===== src/sv/csvt_pkg.sv =====
`timescale 1ns / 1ps
// shared types, character codes and control structs for the csv field tokenizer
// no dependencies; imported by the tokenizer unit, the controller and the datapath
package csvt_pkg;

    localparam int WS_HOLD_DEPTH_DEF = 16;

    localparam int BYTE_W = 8;
    localparam int SLOT_W = 3;

    localparam logic [BYTE_W-1:0] CH_COMMA = 8'h2C;
    localparam logic [BYTE_W-1:0] CH_QUOTE = 8'h22;
    localparam logic [BYTE_W-1:0] CH_CR    = 8'h0D;
    localparam logic [BYTE_W-1:0] CH_LF    = 8'h0A;
    localparam logic [BYTE_W-1:0] CH_SPACE = 8'h20;
    localparam logic [BYTE_W-1:0] CH_TAB   = 8'h09;

    localparam logic [SLOT_W-1:0] SLOT_CATEGORY = 3'd0;
    localparam logic [SLOT_W-1:0] SLOT_FIRST    = 3'd1;
    localparam logic [SLOT_W-1:0] SLOT_EXTRA    = 3'd7;

    typedef enum logic [2:0] {
        PH_SEEK,
        PH_UNQ,
        PH_QUO,
        PH_QUO_Q,
        PH_TERM,
        PH_HALT
    } phase_t;

    typedef enum logic [2:0] {
        TK_CONTENT,
        TK_FIELD,
        TK_RECORD,
        TK_DATA,
        TK_ERROR
    } tok_kind_t;

    typedef enum logic [1:0] {
        ERR_NONE,
        ERR_QUOTE,
        ERR_END,
        ERR_WS_OVF
    } err_code_t;

    typedef enum logic [2:0] {
        ST_IDLE,
        ST_RUN_RD,
        ST_RUN_OUT,
        ST_CHAR,
        ST_STRUCT,
        ST_TAIL
    } ctrl_state_t;

    typedef enum logic [1:0] {
        SEL_RUN,
        SEL_CHAR,
        SEL_STRUCT,
        SEL_TAIL
    } out_sel_t;

    // which result groups one byte produces, in emission order
    typedef struct packed {
        logic run;
        logic chr;
        logic strc;
        logic tail;
    } plan_flags_t;

    typedef struct packed {
        plan_flags_t now;
        plan_flags_t held;
        logic        run_last;
        logic        out_free;
    } dp_status_t;

    typedef struct packed {
        logic     accept;
        logic     ram_rd;
        logic     load_out;
        out_sel_t sel;
    } dp_cmd_t;

endpackage


===== src/sv/csv_field_tokenizer_unit.sv =====
`timescale 1ns / 1ps
// streaming csv tokenizer: one byte of text per input transaction, a flag on the final
// byte; each byte yields zero or more tokens (content bytes tagged with their record slot,
// field end, record end, data end, error), the last one of a byte marked by last_of_run.
// a byte that yields no token is simply taken; otherwise the byte is taken first and
// each token then passes through the output register in turn. trailing whitespace of
// an unquoted field is parked in a small ram and replayed when a later content byte
// shows it was interior; each replayed byte is first read from the ram, whose read is
// registered, and then loaded. a new byte is taken only after the final token of the
// previous one sits in the output register. the whitespace ram needs no clearing after
// reset. depends on csvt_pkg, csvt_ctrl and csvt_datapath.
module csv_field_tokenizer_unit #(
    parameter int WS_HOLD_DEPTH = csvt_pkg::WS_HOLD_DEPTH_DEF
) (
    input  logic       clk,
    input  logic       rst_n,
    // byte input channel
    input  logic       in_valid,
    output logic       in_stall,
    input  logic [7:0] byte_value,
    input  logic       last_byte,
    // token output channel
    output logic       out_valid,
    input  logic       out_stall,
    output logic [2:0] token_kind,
    output logic [7:0] char_value,
    output logic [2:0] slot_index,
    output logic [1:0] error_code,
    output logic       last_of_run
);

    import csvt_pkg::*;

    dp_cmd_t    cmd;
    dp_status_t status;

    // controller: takes a byte, then steps through run, char, structure and tail tokens
    csvt_ctrl u_ctrl (
        .clk      (clk),
        .rst_n    (rst_n),
        .in_valid (in_valid),
        .status   (status),
        .in_stall (in_stall),
        .cmd      (cmd)
    );

    // datapath: parser state, whitespace buffer, token output register
    csvt_datapath #(
        .WS_HOLD_DEPTH (WS_HOLD_DEPTH)
    ) u_datapath (
        .clk         (clk),
        .rst_n       (rst_n),
        .cmd         (cmd),
        .status      (status),
        .byte_value  (byte_value),
        .last_byte   (last_byte),
        .out_stall   (out_stall),
        .out_valid   (out_valid),
        .token_kind  (token_kind),
        .char_value  (char_value),
        .slot_index  (slot_index),
        .error_code  (error_code),
        .last_of_run (last_of_run)
    );

    // a byte that produced tokens keeps the input closed until they are all issued
    a_busy_after_tokens: assert property (@(posedge clk) disable iff (!rst_n)
        (in_valid && !in_stall && (status.now != '0)) |=> in_stall)
        else $error("input taken while tokens of the previous byte pending");

    // error code is set exactly on error tokens
    a_code_on_error: assert property (@(posedge clk) disable iff (!rst_n)
        out_valid |-> ((error_code != ERR_NONE) == (token_kind == TK_ERROR)))
        else $error("error code and token kind disagree");

    // only content tokens carry a character
    a_char_on_content: assert property (@(posedge clk) disable iff (!rst_n)
        (out_valid && (token_kind != TK_CONTENT)) |-> (char_value == '0))
        else $error("character on a non-content token");

    // data end and error tokens always close a byte's run
    a_tail_is_last: assert property (@(posedge clk) disable iff (!rst_n)
        (out_valid && ((token_kind == TK_DATA) || (token_kind == TK_ERROR)))
        |-> last_of_run)
        else $error("data end or error token not marked last");

endmodule


===== src/sv/csvt_ram.sv =====
`timescale 1ns / 1ps
// generic simple dual-port ram: one write port, one read port with registered data
// no dependencies
module csvt_ram #(
    parameter int WIDTH = 8,
    parameter int DEPTH = 16,
    localparam int AW = (DEPTH > 1) ? $clog2(DEPTH) : 1
) (
    input  logic             clk,
    input  logic             we,
    input  logic [AW-1:0]    waddr,
    input  logic [WIDTH-1:0] wdata,
    input  logic             re,
    input  logic [AW-1:0]    raddr,
    output logic [WIDTH-1:0] rdata
);

    logic [WIDTH-1:0] mem [DEPTH];
    logic [WIDTH-1:0] rdata_reg;

    always_ff @(posedge clk)
    begin
        if (we)
        begin
            mem[waddr] <= wdata;
        end
        if (re)
        begin
            rdata_reg <= mem[raddr];
        end
    end

    assign rdata = rdata_reg;

endmodule


===== src/sv/csvt_ctrl.sv =====
`timescale 1ns / 1ps
// sequencing controller: accepts a byte, then walks the result groups it produced
// depends on csvt_pkg
module csvt_ctrl (
    input  logic                clk,
    input  logic                rst_n,
    input  logic                in_valid,
    input  csvt_pkg::dp_status_t status,
    output logic                in_stall,
    output csvt_pkg::dp_cmd_t    cmd
);

    import csvt_pkg::*;

    ctrl_state_t state_reg;
    ctrl_state_t state_next;

    function automatic ctrl_state_t first_state(input plan_flags_t f);
        ctrl_state_t s;
        if (f.run)
            s = ST_RUN_RD;
        else if (f.chr)
            s = ST_CHAR;
        else if (f.strc)
            s = ST_STRUCT;
        else if (f.tail)
            s = ST_TAIL;
        else
            s = ST_IDLE;
        return s;
    endfunction

    always_ff @(posedge clk or negedge rst_n)
    begin
        if (!rst_n)
            state_reg <= ST_IDLE;
        else
            state_reg <= state_next;
    end

    always_comb
    begin
        state_next   = state_reg;
        cmd.accept   = 1'b0;
        cmd.ram_rd   = 1'b0;
        cmd.load_out = 1'b0;
        cmd.sel      = SEL_RUN;
        in_stall     = (state_reg != ST_IDLE);
        case (state_reg)
            ST_IDLE:
            begin
                if (in_valid)
                begin
                    cmd.accept = 1'b1;
                    state_next = first_state(status.now);
                end
            end
            ST_RUN_RD:
            begin
                cmd.ram_rd = 1'b1;
                state_next = ST_RUN_OUT;
            end
            ST_RUN_OUT:
            begin
                cmd.sel = SEL_RUN;
                if (status.out_free)
                begin
                    cmd.load_out = 1'b1;
                    // a released run is always followed by the byte that released it
                    state_next   = status.run_last ? ST_CHAR : ST_RUN_RD;
                end
            end
            ST_CHAR:
            begin
                cmd.sel = SEL_CHAR;
                if (status.out_free)
                begin
                    cmd.load_out = 1'b1;
                    state_next   = first_state('{run: 1'b0, chr: 1'b0,
                                                 strc: status.held.strc,
                                                 tail: status.held.tail});
                end
            end
            ST_STRUCT:
            begin
                cmd.sel = SEL_STRUCT;
                if (status.out_free)
                begin
                    cmd.load_out = 1'b1;
                    state_next   = status.held.tail ? ST_TAIL : ST_IDLE;
                end
            end
            ST_TAIL:
            begin
                cmd.sel = SEL_TAIL;
                if (status.out_free)
                begin
                    cmd.load_out = 1'b1;
                    state_next   = ST_IDLE;
                end
            end
            default:
            begin
                state_next = ST_IDLE;
            end
        endcase
    end

endmodule


===== src/sv/csvt_datapath.sv =====
`timescale 1ns / 1ps
// parser state, per-byte decision logic, held whitespace buffer and output register
// depends on csvt_pkg and csvt_ram
module csvt_datapath #(
    parameter int WS_HOLD_DEPTH = csvt_pkg::WS_HOLD_DEPTH_DEF
) (
    input  logic                clk,
    input  logic                rst_n,
    input  csvt_pkg::dp_cmd_t    cmd,
    output csvt_pkg::dp_status_t status,
    input  logic [7:0]          byte_value,
    input  logic                last_byte,
    input  logic                out_stall,
    output logic                out_valid,
    output logic [2:0]          token_kind,
    output logic [7:0]          char_value,
    output logic [2:0]          slot_index,
    output logic [1:0]          error_code,
    output logic                last_of_run
);

    import csvt_pkg::*;

    localparam int CNT_W = $clog2(WS_HOLD_DEPTH + 1);
    localparam int AW    = (WS_HOLD_DEPTH > 1) ? $clog2(WS_HOLD_DEPTH) : 1;

    // parser state
    phase_t            phase_reg, phase_next;
    logic              in_record_reg, in_record_next;
    logic [SLOT_W-1:0] slot_reg, slot_next;
    logic              nonempty_reg, nonempty_next;
    logic [CNT_W-1:0]  held_count_reg, held_count_next;

    // plan of the byte being emitted
    plan_flags_t       plan_reg;
    logic [CNT_W-1:0]  run_cnt_reg;
    logic [CNT_W-1:0]  run_idx_reg;
    logic [BYTE_W-1:0] char_reg;
    tok_kind_t         struct_kind_reg;
    tok_kind_t         tail_kind_reg;
    err_code_t         tail_code_reg;
    logic [SLOT_W-1:0] slot_cur_reg;
    logic [SLOT_W-1:0] slot_tail_reg;

    // output register
    logic              out_valid_reg;
    tok_kind_t         tok_kind_reg;
    logic [BYTE_W-1:0] out_char_reg;
    logic [SLOT_W-1:0] out_slot_reg;
    err_code_t         out_code_reg;
    logic              out_last_reg;

    // decision
    plan_flags_t       plan_now;
    logic              do_field, do_record, do_clear, halted, ws_we;
    err_code_t         err;
    tok_kind_t         tail_kind;
    logic [SLOT_W-1:0] tail_slot;
    logic              is_ws, is_nl, is_comma, is_quote, ws_full;
    logic [BYTE_W-1:0] ram_rdata;
    logic              out_free;

    assign is_ws    = byte_value inside {CH_SPACE, CH_TAB};
    assign is_nl    = byte_value inside {CH_CR, CH_LF};
    assign is_comma = (byte_value == CH_COMMA);
    assign is_quote = (byte_value == CH_QUOTE);
    assign ws_full  = ((CNT_W+1)'(held_count_reg) + (CNT_W+1)'(1))
                      >= (CNT_W+1)'(WS_HOLD_DEPTH);

    always_comb
    begin
        phase_next      = phase_reg;
        in_record_next  = in_record_reg;
        slot_next       = slot_reg;
        nonempty_next   = nonempty_reg;
        held_count_next = held_count_reg;
        plan_now        = '0;
        do_field        = 1'b0;
        do_record       = 1'b0;
        do_clear        = 1'b0;
        halted          = 1'b0;
        ws_we           = 1'b0;
        err             = ERR_NONE;
        tail_kind       = TK_DATA;
        case (phase_reg)
            PH_HALT:
            begin
                halted = 1'b1;
            end
            PH_UNQ:
            begin
                if (is_quote)
                    err = ERR_QUOTE;
                else if (is_nl)
                    do_record = 1'b1;
                else if (is_comma)
                    do_field = 1'b1;
                else if (is_ws)
                begin
                    // whitespace on the last byte is trailing and simply dropped
                    if (!last_byte)
                    begin
                        if (ws_full)
                            err = ERR_WS_OVF;
                        else
                        begin
                            ws_we           = 1'b1;
                            held_count_next = held_count_reg + CNT_W'(1);
                        end
                    end
                end
                else
                begin
                    plan_now.run    = (held_count_reg != '0);
                    plan_now.chr    = 1'b1;
                    held_count_next = '0;
                end
            end
            PH_QUO:
            begin
                if (is_quote)
                    phase_next = PH_QUO_Q;
                else
                begin
                    plan_now.chr  = 1'b1;
                    nonempty_next = 1'b1;
                    if (last_byte)
                        err = ERR_END;
                end
            end
            PH_QUO_Q:
            begin
                if (is_quote)
                begin
                    // doubled quote is an escaped quote character
                    plan_now.chr  = 1'b1;
                    nonempty_next = 1'b1;
                    phase_next    = PH_QUO;
                    if (last_byte)
                        err = ERR_END;
                end
                else
                begin
                    phase_next = PH_TERM;
                    if (is_nl)
                        do_record = 1'b1;
                    else if (is_comma)
                        do_field = 1'b1;
                end
            end
            PH_TERM:
            begin
                if (is_nl)
                    do_record = 1'b1;
                else if (is_comma)
                    do_field = 1'b1;
            end
            PH_SEEK:
            begin
                if (is_ws)
                begin
                    // leading whitespace
                end
                else if (is_nl)
                begin
                    if (in_record_reg)
                        do_record = 1'b1;
                end
                else if (is_comma)
                    do_field = 1'b1;
                else if (is_quote)
                begin
                    phase_next = PH_QUO;
                    if (last_byte)
                        err = ERR_END;
                end
                else
                begin
                    plan_now.chr  = 1'b1;
                    nonempty_next = 1'b1;
                    phase_next    = PH_UNQ;
                end
            end
            default:
            begin
            end
        endcase

        if (do_field)
        begin
            plan_now.strc = 1'b1;
            if (slot_reg == SLOT_CATEGORY)
            begin
                if (!nonempty_reg)
                    slot_next = SLOT_FIRST;
            end
            else if (slot_reg != SLOT_EXTRA)
                slot_next = slot_reg + SLOT_W'(1);
            in_record_next  = 1'b1;
            nonempty_next   = 1'b0;
            held_count_next = '0;
            phase_next      = PH_SEEK;
        end
        if (do_record)
        begin
            plan_now.strc   = 1'b1;
            in_record_next  = 1'b0;
            slot_next       = SLOT_CATEGORY;
            nonempty_next   = 1'b0;
            held_count_next = '0;
            phase_next      = PH_SEEK;
        end

        tail_slot = slot_next;
        if (halted)
            do_clear = last_byte;
        else if (err != ERR_NONE)
        begin
            plan_now.tail   = 1'b1;
            tail_kind       = TK_ERROR;
            held_count_next = '0;
            if (last_byte)
                do_clear = 1'b1;
            else
                phase_next = PH_HALT;
        end
        else if (last_byte)
        begin
            plan_now.tail = 1'b1;
            do_clear      = 1'b1;
        end

        if (do_clear)
        begin
            phase_next      = PH_SEEK;
            in_record_next  = 1'b0;
            slot_next       = SLOT_CATEGORY;
            nonempty_next   = 1'b0;
            held_count_next = '0;
        end
    end

    always_ff @(posedge clk or negedge rst_n)
    begin
        if (!rst_n)
        begin
            phase_reg      <= PH_SEEK;
            in_record_reg  <= 1'b0;
            slot_reg       <= SLOT_CATEGORY;
            nonempty_reg   <= 1'b0;
            held_count_reg <= '0;
            plan_reg       <= '0;
            run_idx_reg    <= '0;
            out_valid_reg  <= 1'b0;
        end
        else
        begin
            if (cmd.accept)
            begin
                phase_reg      <= phase_next;
                in_record_reg  <= in_record_next;
                slot_reg       <= slot_next;
                nonempty_reg   <= nonempty_next;
                held_count_reg <= held_count_next;
                plan_reg       <= plan_now;
                run_idx_reg    <= '0;
            end
            else if (cmd.load_out && cmd.sel == SEL_RUN)
            begin
                run_idx_reg <= run_idx_reg + CNT_W'(1);
            end
            if (cmd.load_out)
                out_valid_reg <= 1'b1;
            else if (!out_stall)
                out_valid_reg <= 1'b0;
        end
    end

    // plan payload, loaded with the byte
    always_ff @(posedge clk)
    begin
        if (cmd.accept)
        begin
            run_cnt_reg     <= held_count_reg;
            char_reg        <= byte_value;
            struct_kind_reg <= do_field ? TK_FIELD : TK_RECORD;
            tail_kind_reg   <= tail_kind;
            tail_code_reg   <= err;
            slot_cur_reg    <= slot_reg;
            slot_tail_reg   <= tail_slot;
        end
    end

    // output payload
    always_ff @(posedge clk)
    begin
        if (cmd.load_out)
        begin
            case (cmd.sel)
                SEL_RUN:
                begin
                    tok_kind_reg <= TK_CONTENT;
                    out_char_reg <= ram_rdata;
                    out_slot_reg <= slot_cur_reg;
                    out_code_reg <= ERR_NONE;
                    out_last_reg <= 1'b0;
                end
                SEL_CHAR:
                begin
                    tok_kind_reg <= TK_CONTENT;
                    out_char_reg <= char_reg;
                    out_slot_reg <= slot_cur_reg;
                    out_code_reg <= ERR_NONE;
                    out_last_reg <= !plan_reg.strc && !plan_reg.tail;
                end
                SEL_STRUCT:
                begin
                    tok_kind_reg <= struct_kind_reg;
                    out_char_reg <= '0;
                    out_slot_reg <= slot_cur_reg;
                    out_code_reg <= ERR_NONE;
                    out_last_reg <= !plan_reg.tail;
                end
                SEL_TAIL:
                begin
                    tok_kind_reg <= tail_kind_reg;
                    out_char_reg <= '0;
                    out_slot_reg <= slot_tail_reg;
                    out_code_reg <= tail_code_reg;
                    out_last_reg <= 1'b1;
                end
                default:
                begin
                    tok_kind_reg <= TK_CONTENT;
                    out_char_reg <= '0;
                    out_slot_reg <= slot_cur_reg;
                    out_code_reg <= ERR_NONE;
                    out_last_reg <= 1'b0;
                end
            endcase
        end
    end

    csvt_ram #(
        .WIDTH (BYTE_W),
        .DEPTH (WS_HOLD_DEPTH)
    ) u_ws_ram (
        .clk   (clk),
        .we    (cmd.accept && ws_we),
        .waddr (held_count_reg[AW-1:0]),
        .wdata (byte_value),
        .re    (cmd.ram_rd),
        .raddr (run_idx_reg[AW-1:0]),
        .rdata (ram_rdata)
    );

    assign out_free = !out_valid_reg || !out_stall;

    assign status.now      = plan_now;
    assign status.held     = plan_reg;
    assign status.run_last = ((run_idx_reg + CNT_W'(1)) == run_cnt_reg);
    assign status.out_free = out_free;

    assign out_valid   = out_valid_reg;
    assign token_kind  = tok_kind_reg;
    assign char_value  = out_char_reg;
    assign slot_index  = out_slot_reg;
    assign error_code  = out_code_reg;
    assign last_of_run = out_last_reg;

endmodule

===== config.mk =====
export PLATFORM = sky130hd
export DESIGN_NAME = csv_field_tokenizer_unit
export DESIGN_NICKNAME = d
export VERILOG_FILES = /design/src/sv/csvt_pkg.sv /design/src/sv/csv_field_tokenizer_unit.sv /design/src/sv/csvt_ram.sv /design/src/sv/csvt_ctrl.sv /design/src/sv/csvt_datapath.sv
export SDC_FILE = /design/constraint.sdc
export NUM_CORES = 1
export LEC_CHECK = 0
export BUFFER_PORTS_ARGS = -buffer_cell sky130_fd_sc_hd__buf_2
export CAP_MARGIN = 40
export CORE_UTILIZATION = 62
export DETAILED_ROUTE_END_ITERATION = 8
export PLACE_DENSITY = 0.8
export SLEW_MARGIN = 10
export SYNTH_ARGS = -nofsm -noshare
export SYNTH_HDL_FRONTEND = slang
export SYNTH_HIERARCHICAL = 1
export SYNTH_SLANG_ARGS = --single-unit

===== constraint.sdc =====
create_clock -name clk -period 5.7 [get_ports clk]
set_clock_uncertainty 0.2 [all_clocks]
set_input_delay 0 -clock clk [delete_from_list [all_inputs] [get_ports clk]]
set_output_delay 0 -clock clk [all_outputs]
set_load 0.005 [all_outputs]

Word-level counts from Yosys, hierarchy flattened
Memory sizes are Yosys's and may differ from the RTL's. A register that Yosys moved wholly into a read port is not among the register bits. Index checks and enable logic that the tools add are counted. W data, S select, Z words.

Flip-flop bits (word level): 68. Memory bits (writable): 128. Bits of input ports: 13. Output and inout port bits: 19. Word-level logic and storage cells: 209. Memories kept: 1.

$add $sub $neg: 4. Magnitude comparators: 1. Equality and inequality tests: 31. Mux-type cells: 123. Reduce and logical (&&, ||, !) cells: 27.

Memories: u_datapath.u_ws_ram.mem (depth 16, bits a word 8, rd ports 1, clocked after Yosys merged registers in 1, wr ports 1, RTL line csvt_ram.sv:18) `logic [WIDTH-1:0] mem [DEPTH];`.

Operators with widths (count): $mux W3 (29); $mux W5 (14); $mux W1 (48); $mux W2 (19); $eq A8 B4 Y1 const B (3); $eq A8 B6 Y1 const B (3); $pmux W8 S3 (1); $pmux W3 S3 (2); $pmux W3 S6 (1); $ne A5 B2 Y1 const B (3); $eq A3 B2 Y1 const B (4); $eq A3 B3 Y1 const B (4); $pmux W3 S4 (1); $add A5 B1 Y5 const B (2); $ne A2 B1 Y1 const B (5); $logic_not A3 Y1 (3); $pmux W1 S3 (3); $pmux W1 S4 (2); $pmux W2 S4 (1); $reduce_bool A2 Y1 (4); $add A5 B1 Y6 const B (1); $eq A3 B1 Y1 const B (2); $ge A6 B5 Y1 const B (1); $pmux W3 S2 (1); other kinds (20) (29).

Depth between registers and ports, before layout
Word-level depth: 18. Mapped depth: 11. Gate-level depth less buffers: 11.

Cells and area by module
The synthesis kept the hierarchy.

By module, submodules not included: csvt_ram (instances 1, cells each 229, area an instance 5227.5 um^2, seq. area each 4083.9 um^2); csvt_datapath (instances 1, cells each 281, area an instance 3241.9 um^2, seq. area each 1836.8 um^2); csvt_ctrl (instances 1, cells each 44, area an instance 314.1 um^2, seq. area each 75.1 um^2).

Worst setup path after synthesis
Ideal clock, no wire load.

Path kind: register -> register. From: register u_ctrl.state_reg[2]. To: memory u_datapath.u_ws_ram.mem[0][0] (enable). Setup time: 0.383 ns. Data arrival time: 3.833 ns. Data required time: 5.117 ns. Slack: 1.284 ns. Stages on the path, launching flop included: 8. Path buffers: 2. Period minus slack after synthesis: 4.416 ns. Cells stage by stage: dfrtp_1 > or3_1 > buf_6 > nor2_1 > clkbuf_1 > and4b_1 > or3b_2 > nor3_1.

RTL lines: from (decl) (RTL line csvt_ctrl.sv:15) `ctrl_state_t state_reg;`; from (signal assigned) (RTL line csvt_ctrl.sv:38) `state_reg <= state_next;`; to (decl) (RTL line csvt_ram.sv:18).

Worst setup path after layout
From: register u_datapath.held_count_reg[0]. To: memory u_datapath.u_ws_ram.mem[3][5] (enable).

Word-level cells in the longest chain between the ends: 12.

Ends and longest elaborated chain: from (decl) (RTL line csvt_datapath.sv:32) `logic [CNT_W-1:0] held_count_reg, held_count_next;`; from (signal assigned) (RTL line csvt_datapath.sv:264) `held_count_reg <= held_count_next;`; $add A5 B1 Y6 (RTL line csvt_datapath.sv:67) `assign ws_full = ((CNT_W+1)'(held_count_reg) + (CNT_W+1)'(1))`; $ge A6 B5 Y1 (RTL line csvt_datapath.sv:68) `>= (CNT_W+1)'(WS_HOLD_DEPTH);`; $mux W1 (RTL line csvt_datapath.sv:103) `if (ws_full)`; $mux W1 (RTL line csvt_datapath.sv:101) `if (!last_byte)`; $mux W1 (RTL line csvt_datapath.sv:98) `else if (is_ws)`; $mux W1 (RTL line csvt_datapath.sv:96) `else if (is_comma)`; $mux W1 (RTL line csvt_datapath.sv:94) `else if (is_nl)`; $mux W1 (RTL line csvt_datapath.sv:92) `if (is_quote)`; $mux W1 (RTL line csvt_datapath.sv:85) `case (phase_reg)`; $logic_and A1 B1 Y1 (RTL line csvt_datapath.sv:349) `.we (cmd.accept && ws_we),`; $mux W1 (RTL line csvt_ram.sv:23) `if (we)`; $mux W1 (not written as such) (RTL line csvt_ram.sv:25) `mem[waddr] <= wdata;`.

Parallel ways exist; a longest one is shown, timed or not.

==> impl_metrics.ini <==
[sta]
timing.final.crit_share = 0.661
period_needed_ns = 3.77
fmax_ghz = 0.265
setup_violations = 0
hold_violations = 0
drv_slew = 0
rsz0062_at_grt = false
worstMarginPinSlew_ns = 0.878
slew-limit-headroom = 0.413
fin_setup_tns_ns = 0

[clocking]
cts.htree.levels = 1
cts_root_buf = clkbuf_16
clock_latency_ns = 0.50
ctsHoldBuffers = 16
cts_tree = yes
ctsResizeCount = 0
postCtsSetupRepairBufs = 0
cts_buffers = 20
path_clk_slew_ns = 0.06
ctsLongestPathBuffers = 3
clock-sinks = 202

[power]
internal_power_uw = 2920
switching_share = 0.296
powerDensity_mw_per_mm2 = 425
p_clk_frac = 0.285
vdd_ir_drop_max_v = 0.000282
switching_power_uw = 1230
sequentialPowerShare = 0.473
power_uw = 4160
power_frac_comb = 0.243
p_leak_uw = 0.00339

[finish]
largest_reg_flops = 128
final_nets = 625
n_antenna_cell = 0
fillers = 821
drive_gt1_frac = 0.179
syn_to_final_growth_pct = 12.3
regArea_mm2 = 0.00595
top_register = u_datapath/u_ws_ram/mem
multi_input_area_mm2 = 0.00257

[global_routing]
grt_pass1_vias = 5012
grt.total_usage = 0.260
antenna_found_initial = 0
grt_overflow_total = 0
grt_pass1_wl_um = 27800
grt_max_degree = 53

[floorplan]
die_w_um = 121
io_pins = 32
die_y_um = 121
start_util = 0.648
placementRows = 42
core_area_mm2 = 0.0135
fp.dieArea_mm2 = 0.0145

[route]
num_vias = 5122
drc_errors = 0
antenna_left = 0
drt-initial-drc-count = 687
viasPerCell = 6.43
wl_per_cell_um = 22.5
firstDrtPassIters = 5
wirelength_um = 17900

[synth]
synth-warning-count = 6
postSynthAreaPerCell_um2 = 15.8
synth_area_mm2 = 0.00871
netlist_instances = 550
syn_nets = 568

[critical_path]
required_ns = 5.61
crit_fanout = 14
end_kind = flip-flop
worstSetupPathType = reg2reg
start_kind = flip-flop
critPathArrivalTime_ns = 3.68

[place]
hpwlAfterDp_um = 10900
port_buffers = 31
place_congestion = 0.860

[job]
maxCapViolCount = 0

[status]
status = completed

[hold_path]
hp-class = in2reg
## final cells by class
| class | count | share of cell area |
|---|---|---|
| Sequential cell | 202 | 0.608 |
| Clock inverter | 12 | 0.00754 |
| Inverter | 16 | 0.00614 |
| Clock buffer | 24 | 0.0527 |
| Timing Repair Buffer | 57 | 0.0407 |
| Tap cell | 176 | 0.0225 |
| Multi-Input combinational cell | 310 | 0.263 |
## critical path, stage by stage, from the launching register on
cell,delay (ns)
dfrtp_1,0.60
ha_1,0.28
and3_1,0.23
nand3_1,0.12
o21ai_0,0.09
nor2b_1,0.40
and4b_1,0.33
or3b_2,0.50
nor2_1,0.62
## power groups by stage
stage	sequential [uW]	clock, uW	combinational (uW)
6_report	1970	1180	1010
5_1_grt	1980	1260	1090
4_1_cts	1960	1200	999
3_5_place_dp	1990	0	972
3_3_place_gp	1980	0	941
2_1_floorplan	1970	0	718
## worst paths after layout
| kind | from | end | cells after the start | slack, ns |
|---|---|---|---|---|
| min | out_stall | u_datapath/out_valid | 4 | 0.24 |
| min reg2reg | u_datapath/slot_reg[0] | u_datapath/slot_reg[0] | 1 | 0.34 |
| min in group asynchronous | rst_n | u_datapath/status[3] | 4 | 0.39 |
| max in group asynchronous | rst_n | u_datapath/held_count_reg[4] | 4 | 4.74 |
| max | u_datapath/held_count_reg[0] | u_datapath/u_ws_ram/mem[3][5] | 8 | 1.93 |
| max reg2reg | u_datapath/held_count_reg[0] | u_datapath/u_ws_ram/mem[3][5] | 8 | 1.93 |
## stage by stage
step	instance area, um2	util	cells	setup WS, ns	hold WS, ns
finish	9780	0.727	797	1.93	0.237
global route	9780	0.727	797	1.67	0.250
CTS	9770	0.726	795	1.93	0.202
detailed placement	9010	0.670	743	1.98	-0.164
global placement	9000	0.669	741	1.92	-0.175
floorplan	8710	-	550	1.35	-0.496
## routing by layer
metal,wire length (um),global-route usage,vias to the layer above
met1,7320,0.360,2527
met2,8820,0.422,278
li1,-,-,2276
met4,402,0.0903,0
met5,0,0,-
met3,1370,0.0448,41
## layout by cell type (no fill, tap or decap), types with 16 or more instances in the layout
| cell | count |
|---|---|
| nor2_1 | 48 |
| a22oi_1 | 16 |
| clkbuf_16 | 20 |
| edfxtp_1 | 178 |
| buf_2 | 32 |
| nand2_1 | 28 |
| a21oi_1 | 28 |
| nand2b_1 | 18 |
| inv_1 | 16 |
| dfrtp_1 | 23 |
| mux4_2 | 18 |
No activity file was read; power rests on OpenSTA's default activity.
